$ cat src/hdl/pcps_pkg.sv
package pcps_pkg;

    typedef struct packed {
        logic [15:0]        target_x;
        logic [15:0]        target_y;
        logic [15:0]        target_z;
        logic [15:0]        source_x;
        logic [15:0]        source_y;
        logic [15:0]        source_z;
        logic signed [15:0] source_charge;
        logic               last_source;
    } t_in_item;

    typedef struct packed {
        logic signed [63:0] potential;
        logic               overflowed;
    } t_out_item;

    typedef enum logic [1:0] {
        ST_IDLE,
        ST_SQRT,
        ST_DIV,
        ST_ACC
    } t_back_state;

    localparam logic REG_MIN_DIST_SQ = 1'b0;

    localparam int QUEUE_DEPTH = 8;
    localparam int QUEUE_AW    = 3;

    localparam logic signed [63:0] SUM_MAX = 64'sh7FFF_FFFF_FFFF_FFFF;
    localparam logic signed [63:0] SUM_MIN = 64'sh8000_0000_0000_0000;

endpackage

$ cat src/hdl/pcps_front.sv
module pcps_front
    import pcps_pkg::*;
#(
    parameter int COORD_BITS = 16
) (
    input  logic                      i_clk,
    input  logic                      i_rst_n,
    input  logic                      i_accept,
    input  t_in_item                  i_item,
    input  logic [2*COORD_BITS+1:0]   i_thresh,
    output logic                      o_wr,
    output logic [2*COORD_BITS+19:0]  o_wdata,
    output logic [1:0]                o_inflight
);

    localparam int CW = COORD_BITS;
    localparam int SW = 2 * COORD_BITS + 2;

    logic [CW-1:0]   r_dx, r_dy, r_dz;
    logic [15:0]     r_q1, r_q2;
    logic            r_last1, r_last2;
    logic            r_v1, r_v2;
    logic [2*CW-1:0] r_sx, r_sy, r_sz;
    logic [SW-1:0]   s_sum;
    logic            s_skip;

    function automatic logic [CW-1:0] abs_diff(input logic [15:0] a, input logic [15:0] b);
        logic [CW-1:0] ca;
        logic [CW-1:0] cb;
        ca = CW'(a);
        cb = CW'(b);
        return (ca >= cb) ? (ca - cb) : (cb - ca);
    endfunction

    always_ff @(posedge i_clk) begin
        if (!i_rst_n) begin
            r_v1 <= 1'b0;
            r_v2 <= 1'b0;
        end else begin
            r_v1 <= i_accept;
            r_v2 <= r_v1;
        end
        r_dx    <= abs_diff(i_item.target_x, i_item.source_x);
        r_dy    <= abs_diff(i_item.target_y, i_item.source_y);
        r_dz    <= abs_diff(i_item.target_z, i_item.source_z);
        r_q1    <= i_item.source_charge;
        r_last1 <= i_item.last_source;
        r_sx    <= r_dx * r_dx;
        r_sy    <= r_dy * r_dy;
        r_sz    <= r_dz * r_dz;
        r_q2    <= r_q1;
        r_last2 <= r_last1;
    end

    assign s_sum  = SW'(r_sx) + SW'(r_sy) + SW'(r_sz);
    assign s_skip = (s_sum <= i_thresh);

    assign o_wr       = r_v2;
    assign o_wdata    = {s_skip, r_last2, r_q2, s_sum};
    assign o_inflight = 2'(r_v1) + 2'(r_v2);

endmodule

$ cat src/hdl/pcps_fifo.sv
module pcps_fifo
    import pcps_pkg::*;
#(
    parameter int DATA_W = 52
) (
    input  logic                i_clk,
    input  logic                i_rst_n,
    input  logic                i_wr,
    input  logic [DATA_W-1:0]   i_wdata,
    input  logic                i_rd,
    output logic [DATA_W-1:0]   o_rdata,
    output logic                o_empty,
    output logic [QUEUE_AW:0]   o_count
);

    logic [DATA_W-1:0]   r_mem [QUEUE_DEPTH];
    logic [DATA_W-1:0]   r_rdata;
    logic [QUEUE_AW-1:0] r_wp, r_rp, n_rp;
    logic [QUEUE_AW:0]   r_count;
    logic [QUEUE_AW:0]   r_avail;
    logic                r_wr_d;

    assign n_rp = r_rp + QUEUE_AW'(i_rd);

    // The head is read through a register, so a written beat becomes visible
    // in the cycle after it lands in the memory.
    always_ff @(posedge i_clk) begin
        if (!i_rst_n) begin
            r_wp    <= '0;
            r_rp    <= '0;
            r_count <= '0;
            r_avail <= '0;
            r_wr_d  <= 1'b0;
        end else begin
            if (i_wr) begin
                r_wp <= r_wp + 1'b1;
            end
            r_rp    <= n_rp;
            r_wr_d  <= i_wr;
            r_count <= r_count + (QUEUE_AW+1)'(i_wr) - (QUEUE_AW+1)'(i_rd);
            r_avail <= r_avail + (QUEUE_AW+1)'(r_wr_d) - (QUEUE_AW+1)'(i_rd);
        end
        if (i_wr) begin
            r_mem[r_wp] <= i_wdata;
        end
        r_rdata <= r_mem[n_rp];
    end

    assign o_rdata = r_rdata;
    assign o_empty = (r_avail == '0);
    assign o_count = r_count;

endmodule

$ cat src/hdl/pcps_back.sv
module pcps_back
    import pcps_pkg::*;
#(
    parameter int COORD_BITS = 16
) (
    input  logic                      i_clk,
    input  logic                      i_rst_n,
    input  logic                      i_q_empty,
    input  logic [2*COORD_BITS+19:0]  i_q_data,
    output logic                      o_q_rd,
    input  logic                      i_pop,
    output logic                      o_empty,
    output t_out_item                 o_result
);

    localparam int SW   = 2 * COORD_BITS + 2;
    localparam int RN   = COORD_BITS + 7;      // root bits
    localparam int NUMW = COORD_BITS + 30;     // dividend bits
    localparam int CNTW = $clog2(NUMW + 1);

    t_back_state r_state, n_state;

    logic [SW-1:0]   s_s;
    logic [15:0]     s_q;
    logic            s_last, s_skip;

    logic [2*RN-1:0] r_op;
    logic [RN+1:0]   r_rem;
    logic [RN-1:0]   r_root;
    logic [NUMW-1:0] r_num;
    logic [RN-1:0]   r_drem;
    logic [NUMW-1:0] r_quot;
    logic [CNTW-1:0] r_cnt;
    logic [15:0]     r_qmag;
    logic            r_neg, r_last, r_skip;
    logic signed [63:0] r_acc;
    logic            r_sat;
    logic            r_out_valid;
    t_out_item       r_out;

    logic [RN+1:0]   s_rem_t, s_trial;
    logic            s_sq_ge;
    logic [RN:0]     s_drem_t;
    logic            s_div_ge;
    logic signed [63:0] s_term, s_new_sum;
    logic [64:0]     s_sum65;
    logic            s_ovf;
    logic            s_out_free;
    logic            s_sqrt_done, s_div_done;
    logic            s_acc_go;

    assign {s_skip, s_last, s_q, s_s} = i_q_data;

    assign s_rem_t  = {r_rem[RN-1:0], r_op[2*RN-1 -: 2]};
    assign s_trial  = {r_root, 2'b01};
    assign s_sq_ge  = (s_rem_t >= s_trial);
    assign s_drem_t = {r_drem, r_num[NUMW-1]};
    assign s_div_ge = (s_drem_t >= {1'b0, r_root});

    assign s_sqrt_done = (r_cnt == CNTW'(RN - 1));
    assign s_div_done  = (r_cnt == CNTW'(NUMW - 1));

    // Skipped pairs add zero; otherwise the magnitude takes the charge's sign.
    always_comb begin
        if (r_skip) begin
            s_term = '0;
        end else if (r_neg) begin
            s_term = -$signed(64'(r_quot));
        end else begin
            s_term = $signed(64'(r_quot));
        end
    end

    assign s_sum65 = {r_acc[63], r_acc} + {s_term[63], s_term};
    assign s_ovf   = (s_sum65[64] != s_sum65[63]);
    assign s_new_sum = s_ovf ? (s_sum65[64] ? SUM_MIN : SUM_MAX) : $signed(s_sum65[63:0]);

    assign s_out_free = !r_out_valid || i_pop;

    always_comb begin
        n_state = r_state;
        case (r_state)
            ST_IDLE: begin
                if (!i_q_empty) begin
                    n_state = s_skip ? ST_ACC : ST_SQRT;
                end
            end
            ST_SQRT: begin
                if (s_sqrt_done) begin
                    n_state = ST_DIV;
                end
            end
            ST_DIV: begin
                if (s_div_done) begin
                    n_state = ST_ACC;
                end
            end
            ST_ACC: begin
                if (!r_last || s_out_free) begin
                    n_state = ST_IDLE;
                end
            end
            default: n_state = ST_IDLE;
        endcase
    end

    always_comb begin
        o_q_rd   = 1'b0;
        s_acc_go = 1'b0;
        case (r_state)
            ST_IDLE: o_q_rd   = !i_q_empty;
            ST_ACC:  s_acc_go = !r_last || s_out_free;
            default: begin
                o_q_rd   = 1'b0;
                s_acc_go = 1'b0;
            end
        endcase
    end

    always_ff @(posedge i_clk) begin
        if (!i_rst_n) begin
            r_state     <= ST_IDLE;
            r_acc       <= '0;
            r_sat       <= 1'b0;
            r_out_valid <= 1'b0;
        end else begin
            r_state <= n_state;
            if (s_acc_go) begin
                if (r_last) begin
                    r_acc <= '0;
                    r_sat <= 1'b0;
                end else begin
                    r_acc <= s_new_sum;
                    r_sat <= r_sat | s_ovf;
                end
            end
            if (s_acc_go && r_last) begin
                r_out_valid <= 1'b1;
            end else if (i_pop) begin
                r_out_valid <= 1'b0;
            end
        end

        if (s_acc_go && r_last) begin
            r_out.potential  <= s_new_sum;
            r_out.overflowed <= r_sat | s_ovf;
        end

        case (r_state)
            ST_IDLE: begin
                r_op   <= {s_s, 12'b0};
                r_rem  <= '0;
                r_root <= '0;
                r_cnt  <= '0;
                r_neg  <= s_q[15];
                r_qmag <= s_q[15] ? (16'd0 - s_q) : s_q;
                r_last <= s_last;
                r_skip <= s_skip;
            end
            ST_SQRT: begin
                r_op <= r_op << 2;
                if (s_sq_ge) begin
                    r_rem  <= s_rem_t - s_trial;
                    r_root <= {r_root[RN-2:0], 1'b1};
                end else begin
                    r_rem  <= s_rem_t;
                    r_root <= {r_root[RN-2:0], 1'b0};
                end
                if (s_sqrt_done) begin
                    r_cnt  <= '0;
                    r_num  <= {r_qmag, (NUMW-16)'(0)};
                    r_drem <= '0;
                    r_quot <= '0;
                end else begin
                    r_cnt <= r_cnt + 1'b1;
                end
            end
            ST_DIV: begin
                r_num <= r_num << 1;
                if (s_div_ge) begin
                    r_drem <= RN'(s_drem_t - {1'b0, r_root});
                    r_quot <= {r_quot[NUMW-2:0], 1'b1};
                end else begin
                    r_drem <= RN'(s_drem_t);
                    r_quot <= {r_quot[NUMW-2:0], 1'b0};
                end
                r_cnt <= r_cnt + 1'b1;
            end
            default: begin
                r_cnt <= r_cnt;
            end
        endcase
    end

    assign o_empty  = !r_out_valid;
    assign o_result = r_out;

endmodule

$ cat src/hdl/pairwise_coulomb_potential_sum_unit.sv
// Channel   Direction  Handshake               Beat
// input     in         push / full             i_item (t_in_item)
// result    out        pop / empty             o_result (t_out_item)
// config    in/out     psel penable pready     pwdata / prdata, 64 bits
//
// The front computes the squared distance in a pipeline of difference and square registers and queues
// each pair. The back takes one pair at a time: a COORD_BITS+7-bit square
// root, then a COORD_BITS+30-bit division, each one bit per cycle, after a pop
// and before an accumulate step; a skipped pair goes from the pop straight to the accumulate step.
// Reset is synchronous and clears the sum, the queue and the result valid flag.
// full rises when the queue plus the pipeline holds eight pairs; a waiting
// result stalls the back only on a pair marked last.
module pairwise_coulomb_potential_sum_unit
    import pcps_pkg::*;
#(
    parameter int COORD_BITS = 16
) (
    input  logic        i_clk,
    input  logic        i_rst_n,
    input  logic        push,
    output logic        full,
    input  t_in_item    i_item,
    input  logic        pop,
    output logic        empty,
    output t_out_item   o_result,
    input  logic        psel,
    input  logic        penable,
    input  logic        pwrite,
    input  logic [3:0]  paddr,
    input  logic [63:0] pwdata,
    output logic [63:0] prdata,
    output logic        pready
);

    localparam int TW = 2 * COORD_BITS + 2;
    localparam int QW = 2 * COORD_BITS + 20;

    logic [TW-1:0]     r_thresh;
    logic              s_accept;
    logic              s_wr, s_rd, s_q_empty;
    logic [QW-1:0]     s_wdata, s_rdata;
    logic [1:0]        s_inflight;
    logic [QUEUE_AW:0] s_count;

    always_ff @(posedge i_clk) begin
        if (!i_rst_n) begin
            r_thresh <= '0;
        end else if (psel && penable && pwrite && paddr[3] == REG_MIN_DIST_SQ) begin
            r_thresh <= pwdata[TW-1:0];
        end
    end

    assign pready = 1'b1;
    assign prdata = (paddr[3] == REG_MIN_DIST_SQ) ? 64'(r_thresh) : 64'd0;

    assign full     = ((QUEUE_AW+2)'(s_count) + (QUEUE_AW+2)'(s_inflight))
                      >= (QUEUE_AW+2)'(QUEUE_DEPTH);
    assign s_accept = push && !full;

    pcps_front #(.COORD_BITS(COORD_BITS)) u_front (
        .i_clk      (i_clk),
        .i_rst_n    (i_rst_n),
        .i_accept   (s_accept),
        .i_item     (i_item),
        .i_thresh   (r_thresh),
        .o_wr       (s_wr),
        .o_wdata    (s_wdata),
        .o_inflight (s_inflight)
    );

    pcps_fifo #(.DATA_W(QW)) u_fifo (
        .i_clk   (i_clk),
        .i_rst_n (i_rst_n),
        .i_wr    (s_wr),
        .i_wdata (s_wdata),
        .i_rd    (s_rd),
        .o_rdata (s_rdata),
        .o_empty (s_q_empty),
        .o_count (s_count)
    );

    pcps_back #(.COORD_BITS(COORD_BITS)) u_back (
        .i_clk     (i_clk),
        .i_rst_n   (i_rst_n),
        .i_q_empty (s_q_empty),
        .i_q_data  (s_rdata),
        .o_q_rd    (s_rd),
        .i_pop     (pop),
        .o_empty   (empty),
        .o_result  (o_result)
    );

endmodule

$ cat config.mk
export PLATFORM = sky130hd
export DESIGN_NAME = pairwise_coulomb_potential_sum_unit
export DESIGN_NICKNAME = d
export VERILOG_FILES = /design/src/hdl/pcps_pkg.sv /design/src/hdl/pcps_front.sv /design/src/hdl/pcps_fifo.sv /design/src/hdl/pcps_back.sv /design/src/hdl/pairwise_coulomb_potential_sum_unit.sv
export SDC_FILE = /design/constraint.sdc
export NUM_CORES = 2
export LEC_CHECK = 0
export BUFFER_PORTS_ARGS = -buffer_cell sky130_fd_sc_hd__buf_2
export CAP_MARGIN = 10
export CORE_MARGIN = 8
export CORE_UTILIZATION = 58
export DETAILED_ROUTE_END_ITERATION = 7
export GPL_ROUTABILITY_DRIVEN = 0
export PLACE_DENSITY = 0.76
export SLEW_MARGIN = 20
export SYNTH_ARGS = -nofsm -noshare
export SYNTH_HDL_FRONTEND = slang
export SYNTH_SLANG_ARGS = --single-unit
$ cat constraint.sdc
create_clock -name i_clk -period 10.2 [get_ports i_clk]
set_input_delay 1.02 -clock i_clk [delete_from_list [all_inputs] [get_ports i_clk]]
set_output_delay 1.02 -clock i_clk [all_outputs]
set_load 0.1 [all_outputs]
# ---- Yosys cells after proc, flatten, opt, wreduce, memory -nomap -nowiden
# Memory sizes are Yosys's and may differ from the RTL's. A register that Yosys moved wholly into a read port is not among the register bits.
# Cells that the tools add are included.
dict set report totals {
  reg_bits 594
  ram_bits 416
  inputBits 188
  elab_cells 138
  n_memories 1
}
# memory depth word_bits read_ports rd_clocked_by_memory_dff wr line
set mem_list {}
lappend mem_list {u_fifo.r_mem 8 52 1 1 1 pcps_fifo.sv:16} ;# logic [DATA_W-1:0] r_mem [QUEUE_DEPTH];
dict set report classes {
  add_sub_neg 22
  n_mul 3
  order_cmp 7
  eq_ne 10
  mux 38
  n_bitwise 2
  n_reduce_logical 19
}
# cell n
set ops {}
lappend ops {{64-bit 2-to-1 mux} 5}
lappend ops {{46-bit one-hot mux with 2 select lines} 3}
lappend ops {{23-bit one-hot mux with 2 select lines} 3}
lappend ops {{16-bit by 16-bit multiplier with 32-bit output} 3}
lappend ops {{16-bit subtractor} 6}
lappend ops {{46-bit 2-to-1 mux} 2}
lappend ops {{23-bit 2-to-1 mux} 3}
lappend ops {{64-bit by 64-bit adder with 65-bit output} 1}
lappend ops {{46-bit negator with 64-bit output} 1}
lappend ops {{16-bit greater-or-equal comparator} 3}
lappend ops {{16-bit 2-to-1 mux} 3}
lappend ops {{23-bit subtractor} 2}
lappend ops {{34-bit by 32-bit adder with 34-bit output} 1}
lappend ops {{34-bit less-or-equal comparator} 1}
lappend ops {{34-bit 2-to-1 mux} 1}
lappend ops {{32-bit by 32-bit adder with 33-bit output} 1}
lappend ops {{25-bit greater-or-equal comparator} 1}
lappend ops {{24-bit by 23-bit greater-or-equal comparator with 1-bit output} 1}
lappend ops {{6-bit one-hot mux with 3 select lines} 1}
lappend ops {{1-bit by 16-bit subtractor with 16-bit output, first input constant} 1}
lappend ops {{15-bit 2-to-1 mux} 1}
lappend ops {{2-bit 2-to-1 mux} 5}
lappend ops {{1-bit 2-to-1 mux} 9}
lappend ops {{4-bit by 1-bit adder with 4-bit output} 2}
lappend ops {{27 further kinds} 41}

# ---- Longest topological paths before layout
dict set report depth {
  word_depth 7
  mapped_depth 35
}

# ---- Cells and area by module
# From an unflattened synthesis, not the netlist that was laid out.
dict set report unflattened {
  cells_unflattened 6599
  area_unflattened_um2 72258.1
}
# module instances cells_per_inst area_each_um2 seq_area_each_um2
set modules_own_cells {}
lappend modules_own_cells {pcps_front 1 3644 32691.4 3543.4}
lappend modules_own_cells {pcps_back 1 1984 19782.7 9018.6}
lappend modules_own_cells {pcps_fifo 1 741 17773.3 13833.3}
lappend modules_own_cells {pairwise_coulomb_potential_sum_unit 1 230 2010.7 680.7}

# ---- Worst setup path after synthesis
# Ideal clock, no wire load.
dict set report synth_path {
  path_type {flip-flop to flip-flop}
  from {reg u_back.r_quot[14]}
  to {reg u_back.r_out (netlist bit u_back.o_result[10]), data pin}
  setup_ns 0.270
  arrival_ns 6.330
  setup_slack_ns 3.600
  stages_incl_launch_ff 26
  n_path_buf 3
  synth_period_minus_slack_ns 6.600
  cell_sequence {edfxtp_1 > or4_4 > nor4_2 > nand4_1 > or2_1 > or3_4 > or4_4 > or3_1 > buf_2 > or3_4 > o31ai_4 > xor2_1 > nor2_1 > ha_1 > nand2_1 > or3_1 > clkinv_1 > a221oi_1 > o31a_1 > a2111oi_1 > nor2_1 > or3_1 > o21ai_1 > buf_2 > buf_2 > o21ai_0}
}
dict set report synth_via {
  elab_chain_len 6
  word_cells_on_any_way 7
  classes_between {2 x add/sub; 1 x eq/ne; 4 x mux}
}
# item line
set synth_rtl {}
lappend synth_rtl {{from (decl)} pcps_back.sv:32} ;# logic [NUMW-1:0] r_quot;
lappend synth_rtl {{from (signal assigned)} pcps_back.sv:182} ;# r_quot <= {r_quot[NUMW-2:0], 1'b1};
lappend synth_rtl {{from (signal assigned)} pcps_back.sv:185} ;# r_quot <= {r_quot[NUMW-2:0], 1'b0};
lappend synth_rtl {{46-bit negator with 64-bit output} pcps_back.sv:68} ;# s_term = -$signed(64'(r_quot));
lappend synth_rtl {{64-bit 2-to-1 mux (*)} pcps_back.sv:67} ;# end else if (r_neg) begin
lappend synth_rtl {{64-bit 2-to-1 mux (*)} pcps_back.sv:65} ;# if (r_skip) begin
lappend synth_rtl {{64-bit by 64-bit adder with 65-bit output (*)} pcps_back.sv:74} ;# assign s_sum65 = {r_acc[63], r_acc} + {s_term[63], s_term};
lappend synth_rtl {{64-bit 2-to-1 mux or 1-bit inequality test (tied branches)} {pcps_back.sv:76, pcps_back.sv:75}}
lappend synth_rtl {{64-bit 2-to-1 mux (*)} pcps_back.sv:76} ;# assign s_new_sum = s_ovf ? (s_sum65[64] ? SUM_MIN : SUM_MAX) : $signed(s_sum65[63:0]);
lappend synth_rtl {{named net u_back.s_new_sum[9]} pcps_back.sv:45} ;# logic signed [63:0] s_term, s_new_sum;
lappend synth_rtl {{to (decl)} pcps_back.sv:39} ;# t_out_item r_out;
# The timed path passes the listed nets; every way through them passes the cells marked *.
# A chain may end at the register's enable or synchronous reset.

# ---- Worst setup path in the final report
dict set report layout_path {
  from {reg u_back.r_quot[6]}
  to {reg u_back.r_out (netlist bit u_back.o_result[30]), data pin}
}
# The elaborated chain is that of the path after synthesis.

==> impl_metrics.csv <==
group,metric,value,unit
critical_path,cp_slowest_cell,"a2111oi_1",
placed_design,place_ws,2.13,ns
timing,rsz0062_at_grt,"no",
synthesis,netlist_area,71500,um2
routing,drt_iter0_markers,3425,
clock_tree,hold_buffers,0,
critical_path,worstPathRequired,10.61,ns
clock_tree,cts_resized,0,
synthesis,syn_area_per_cell,10.8,um2
routing,ant_nets,0,
routing,drt_wl_total,157000,um
placed_design,hpwl,115000,um
synthesis,synth_edf_count,671,
critical_path,cp_top_family,"simple AND/OR/NAND/NOR gates",
critical_path,cp_common_cell,"or3_1",
floorplan,coreArea,122000,um2
timing,worstMarginPinSlew,1.14,ns
timing,clock.fmax,0.122,GHz
routing,via_count,48300,
critical_path,path_cells,"or3_1 -> nor4_2 -> nand3_1 -> or3b_1 -> or3_1 -> or4_1 -> or3_1 -> o21ai_1 -> xor2_1 -> nor2_1 -> ha_1 -> nand2_1 -> or4_1 -> a2111oi_2 -> o21ai_1 -> a2111oi_1 -> nor2_1 -> or3_1 -> o21ai_4 -> buf_4 -> o21ai_0",
layout,seqCellArea,27100,um2
routing,post_drt_wl_per_cell,18.5,um
clock_tree,cts-root-buf,"clkbuf_16",
synthesis,synthTopCellsByCount,"inv_1 (902), edfxtp_1 (671), ha_1 (628), fa_1 (504), nand2_1 (404)",
job,maxCapViolations,0,
clock_tree,cts_tree,"built",
layout,multi_input_area,40200,um2
synthesis,async_flop_share,0,
layout,syn_to_final_growth,9.19,%
critical_path,criticalPathCategory,"reg2reg",
global_routing,grt_pass1_wl,256000,um
critical_path,critical_path.startpoint_type,"register",
timing,skew,0.0704,ns
timing,tns,0,ns
synthesis,ys_types,85,
floorplan,fp-row-count,128,
timing,max-slew-margin-rel,0.233,
global_routing,grt.total_usage,0.230,
timing,setup_ws,2.02,ns
timing,setup_viol,0,
synthesis,synth_most_common_cell,"inv_1",
timing,hold_violations,0,
timing,fin_crit,8.18,ns
clock_tree,cts_sinks,1017,
timing,period_share,0.802,
critical_path,crit_arrival,8.59,ns
synthesis,synthCells,6588,
clock_tree,insertion_delay,0.72,ns
global_routing,antenna_found_initial,3,
layout,post-route-util,0.639,
timing,maxSlewViolCount,0,
critical_path,reg2reg_setup_slack,2.02,ns
layout,layout-drive-gt1-share,0.110,
synthesis,ys.flop_type,"edfxtp_1",
synthesis,yosys.area.top_type,"edfxtp_1",
floorplan,die_area,135000,um2
routing,vias_per_cell,5.68,
placed_design,portBuffers,255,
routing,firstDrtPassIters,6,
critical_path,end_kind,"register",
layout,final_nets,8095,
status,status,"complete, no violations",
synthesis,ys_ff_latch,1017,
routing,drc,0,
clock_tree,clk_path_buf_depth,3,
layout,fillCellCount,9449,
synthesis,yosys_warnings,0,
clock_tree,post-cts-setup-buffer-count,0,
critical_path,cp_max_fo,56,
floorplan,num_io_pins,320,
critical_path,crit_buf_inv,1,
critical_path,slowest_delay,0.64,ns
floorplan,die_h,367,um
synthesis,seq_area_frac_synth,0.379,
synthesis,synth.top_cell.area_share,0.282,
synthesis,yosys-top-cells-area,"edfxtp_1 (28%), fa_1 (14%), ha_1 (11%)",
clock_tree,numCtsBuffers,107,
min_path,min_path_type,"reg2reg",
global_routing,grt_pass1_vias,49700,
clock_tree,htree_levels,3,
global_routing,grt_max_degree,89,
global_routing,overflow,0,
floorplan,die_w,367,um
clock_tree,clkTransAtPathRegs,0.07,ns
floorplan,start_util,0.586,
[state kept, by name, summed over array words and instances, names as in the netlist, 23 cells and up]
| signal | cells |
|---|---|
| u_back.o_result | 65 |
| u_back.r_quot | 46 |
| u_front.r_sx | 31 |
| u_back.r_op | 34 |
| u_back.r_rem | 23 |
| u_back.r_drem | 23 |
| r_thresh | 34 |
| u_front.r_sz | 31 |
| u_back.r_acc | 64 |
| u_back.r_root | 23 |
| u_fifo.r_mem | 416 |
| u_fifo.o_rdata | 52 |
| u_front.r_sy | 31 |
[metal layers]
| layer | global-route usage | vias to the layer above | share of wire |
|---|---|---|---|
| li1 | - | 22900 | - |
| met1 | 0.292 | 23600 | 0.42 |
| met2 | 0.403 | 1476 | 0.49 |
| met3 | 0.0317 | 267 | 0.055 |
| met4 | 0.0782 | 0 | 0.033 |
| met5 | 0 | - | 0 |
[stage by stage]
step           std cells  area [um2]  hold WS (ns)
2_1_floorplan       6617       71600         0.310
3_3_place_gp        8290       74300         0.312
3_5_place_dp        8290       74300         0.312
4_1_cts             8493       78000         0.335
5_1_grt             8495       78000         0.339
6_report            8495       78000         0.334
[worst paths after layout]
check                                               startpoint                       endpoint  cells after the start
worst max register to register  u_back.r_quot[6]$_SDFFCE_PN0P_  u_back.o_result[30]$_DFFE_PP_                     21
worst min-delay path                   u_front.r_q1[0]$_DFF_P_        u_front.r_q2[0]$_DFF_P_                      0
worst min register to register         u_front.r_q1[0]$_DFF_P_        u_front.r_q2[0]$_DFF_P_                      0
worst max-delay path            u_back.r_quot[6]$_SDFFCE_PN0P_  u_back.o_result[30]$_DFFE_PP_                     21
[cells in the final DEF (no fill, tap or decap), types with 147 or more instances in the layout]
cell type  instances
a21oi_1          389
and2_1           246
buf_2            255
dfxtp_1          346
edfxtp_1         671
fa_1             504
ha_1             624
inv_1            900
nand2_1          404
nor2_1           342
o21ai_0          242
xnor2_1          217
xor2_1           147
[final cells by class]
class                   instances  share of cell area
inverters                     904              0.0435
repair buffers                300              0.0208
clock inverters                76              0.0112
flip-flops and latches       1017               0.347
diodes                          1           0.0000321
clock buffers                 127              0.0360
multi-input cells            4445               0.515
well taps                    1625              0.0261
[cells by family (layout without fill, tap and decap cells)]
group / Yosys count / count (layout) / synth area share
DFF: 1017 / 1017 / 0.379
other: 2 / 32 / 0.000105
adders and majority gates: 1133 / 1133 / 0.251
and+or+nand+nor: 1456 / 1456 / 0.100
AOI/OAI and AO/OA: 1174 / 1174 / 0.102
xor gates and xnor gates: 365 / 365 / 0.0447
buffers and inverters: 1155 / 1407 / 0.0624
muxes: 286 / 286 / 0.0601
[worst reg2reg max path, cell delays in order, from the launching register on]
cell	delay (ns)
edfxtp_1	0.46
or3_1	0.45
nor4_2	0.27
nand3_1	0.23
or3b_1	0.47
or3_1	0.38
or4_1	0.52
or3_1	0.40
o21ai_1	0.17
xor2_1	0.16
nor2_1	0.06
ha_1	0.43
nand2_1	0.15
or4_1	0.53
a2111oi_2	0.52
o21ai_1	0.18
a2111oi_1	0.64
nor2_1	0.20
or3_1	0.44
o21ai_4	0.38
buf_4	0.58
o21ai_0	0.26
Power is left out: the tool's default activity adds up to more than one toggle a clock period on the data nets, which glitch-free logic cannot reach.
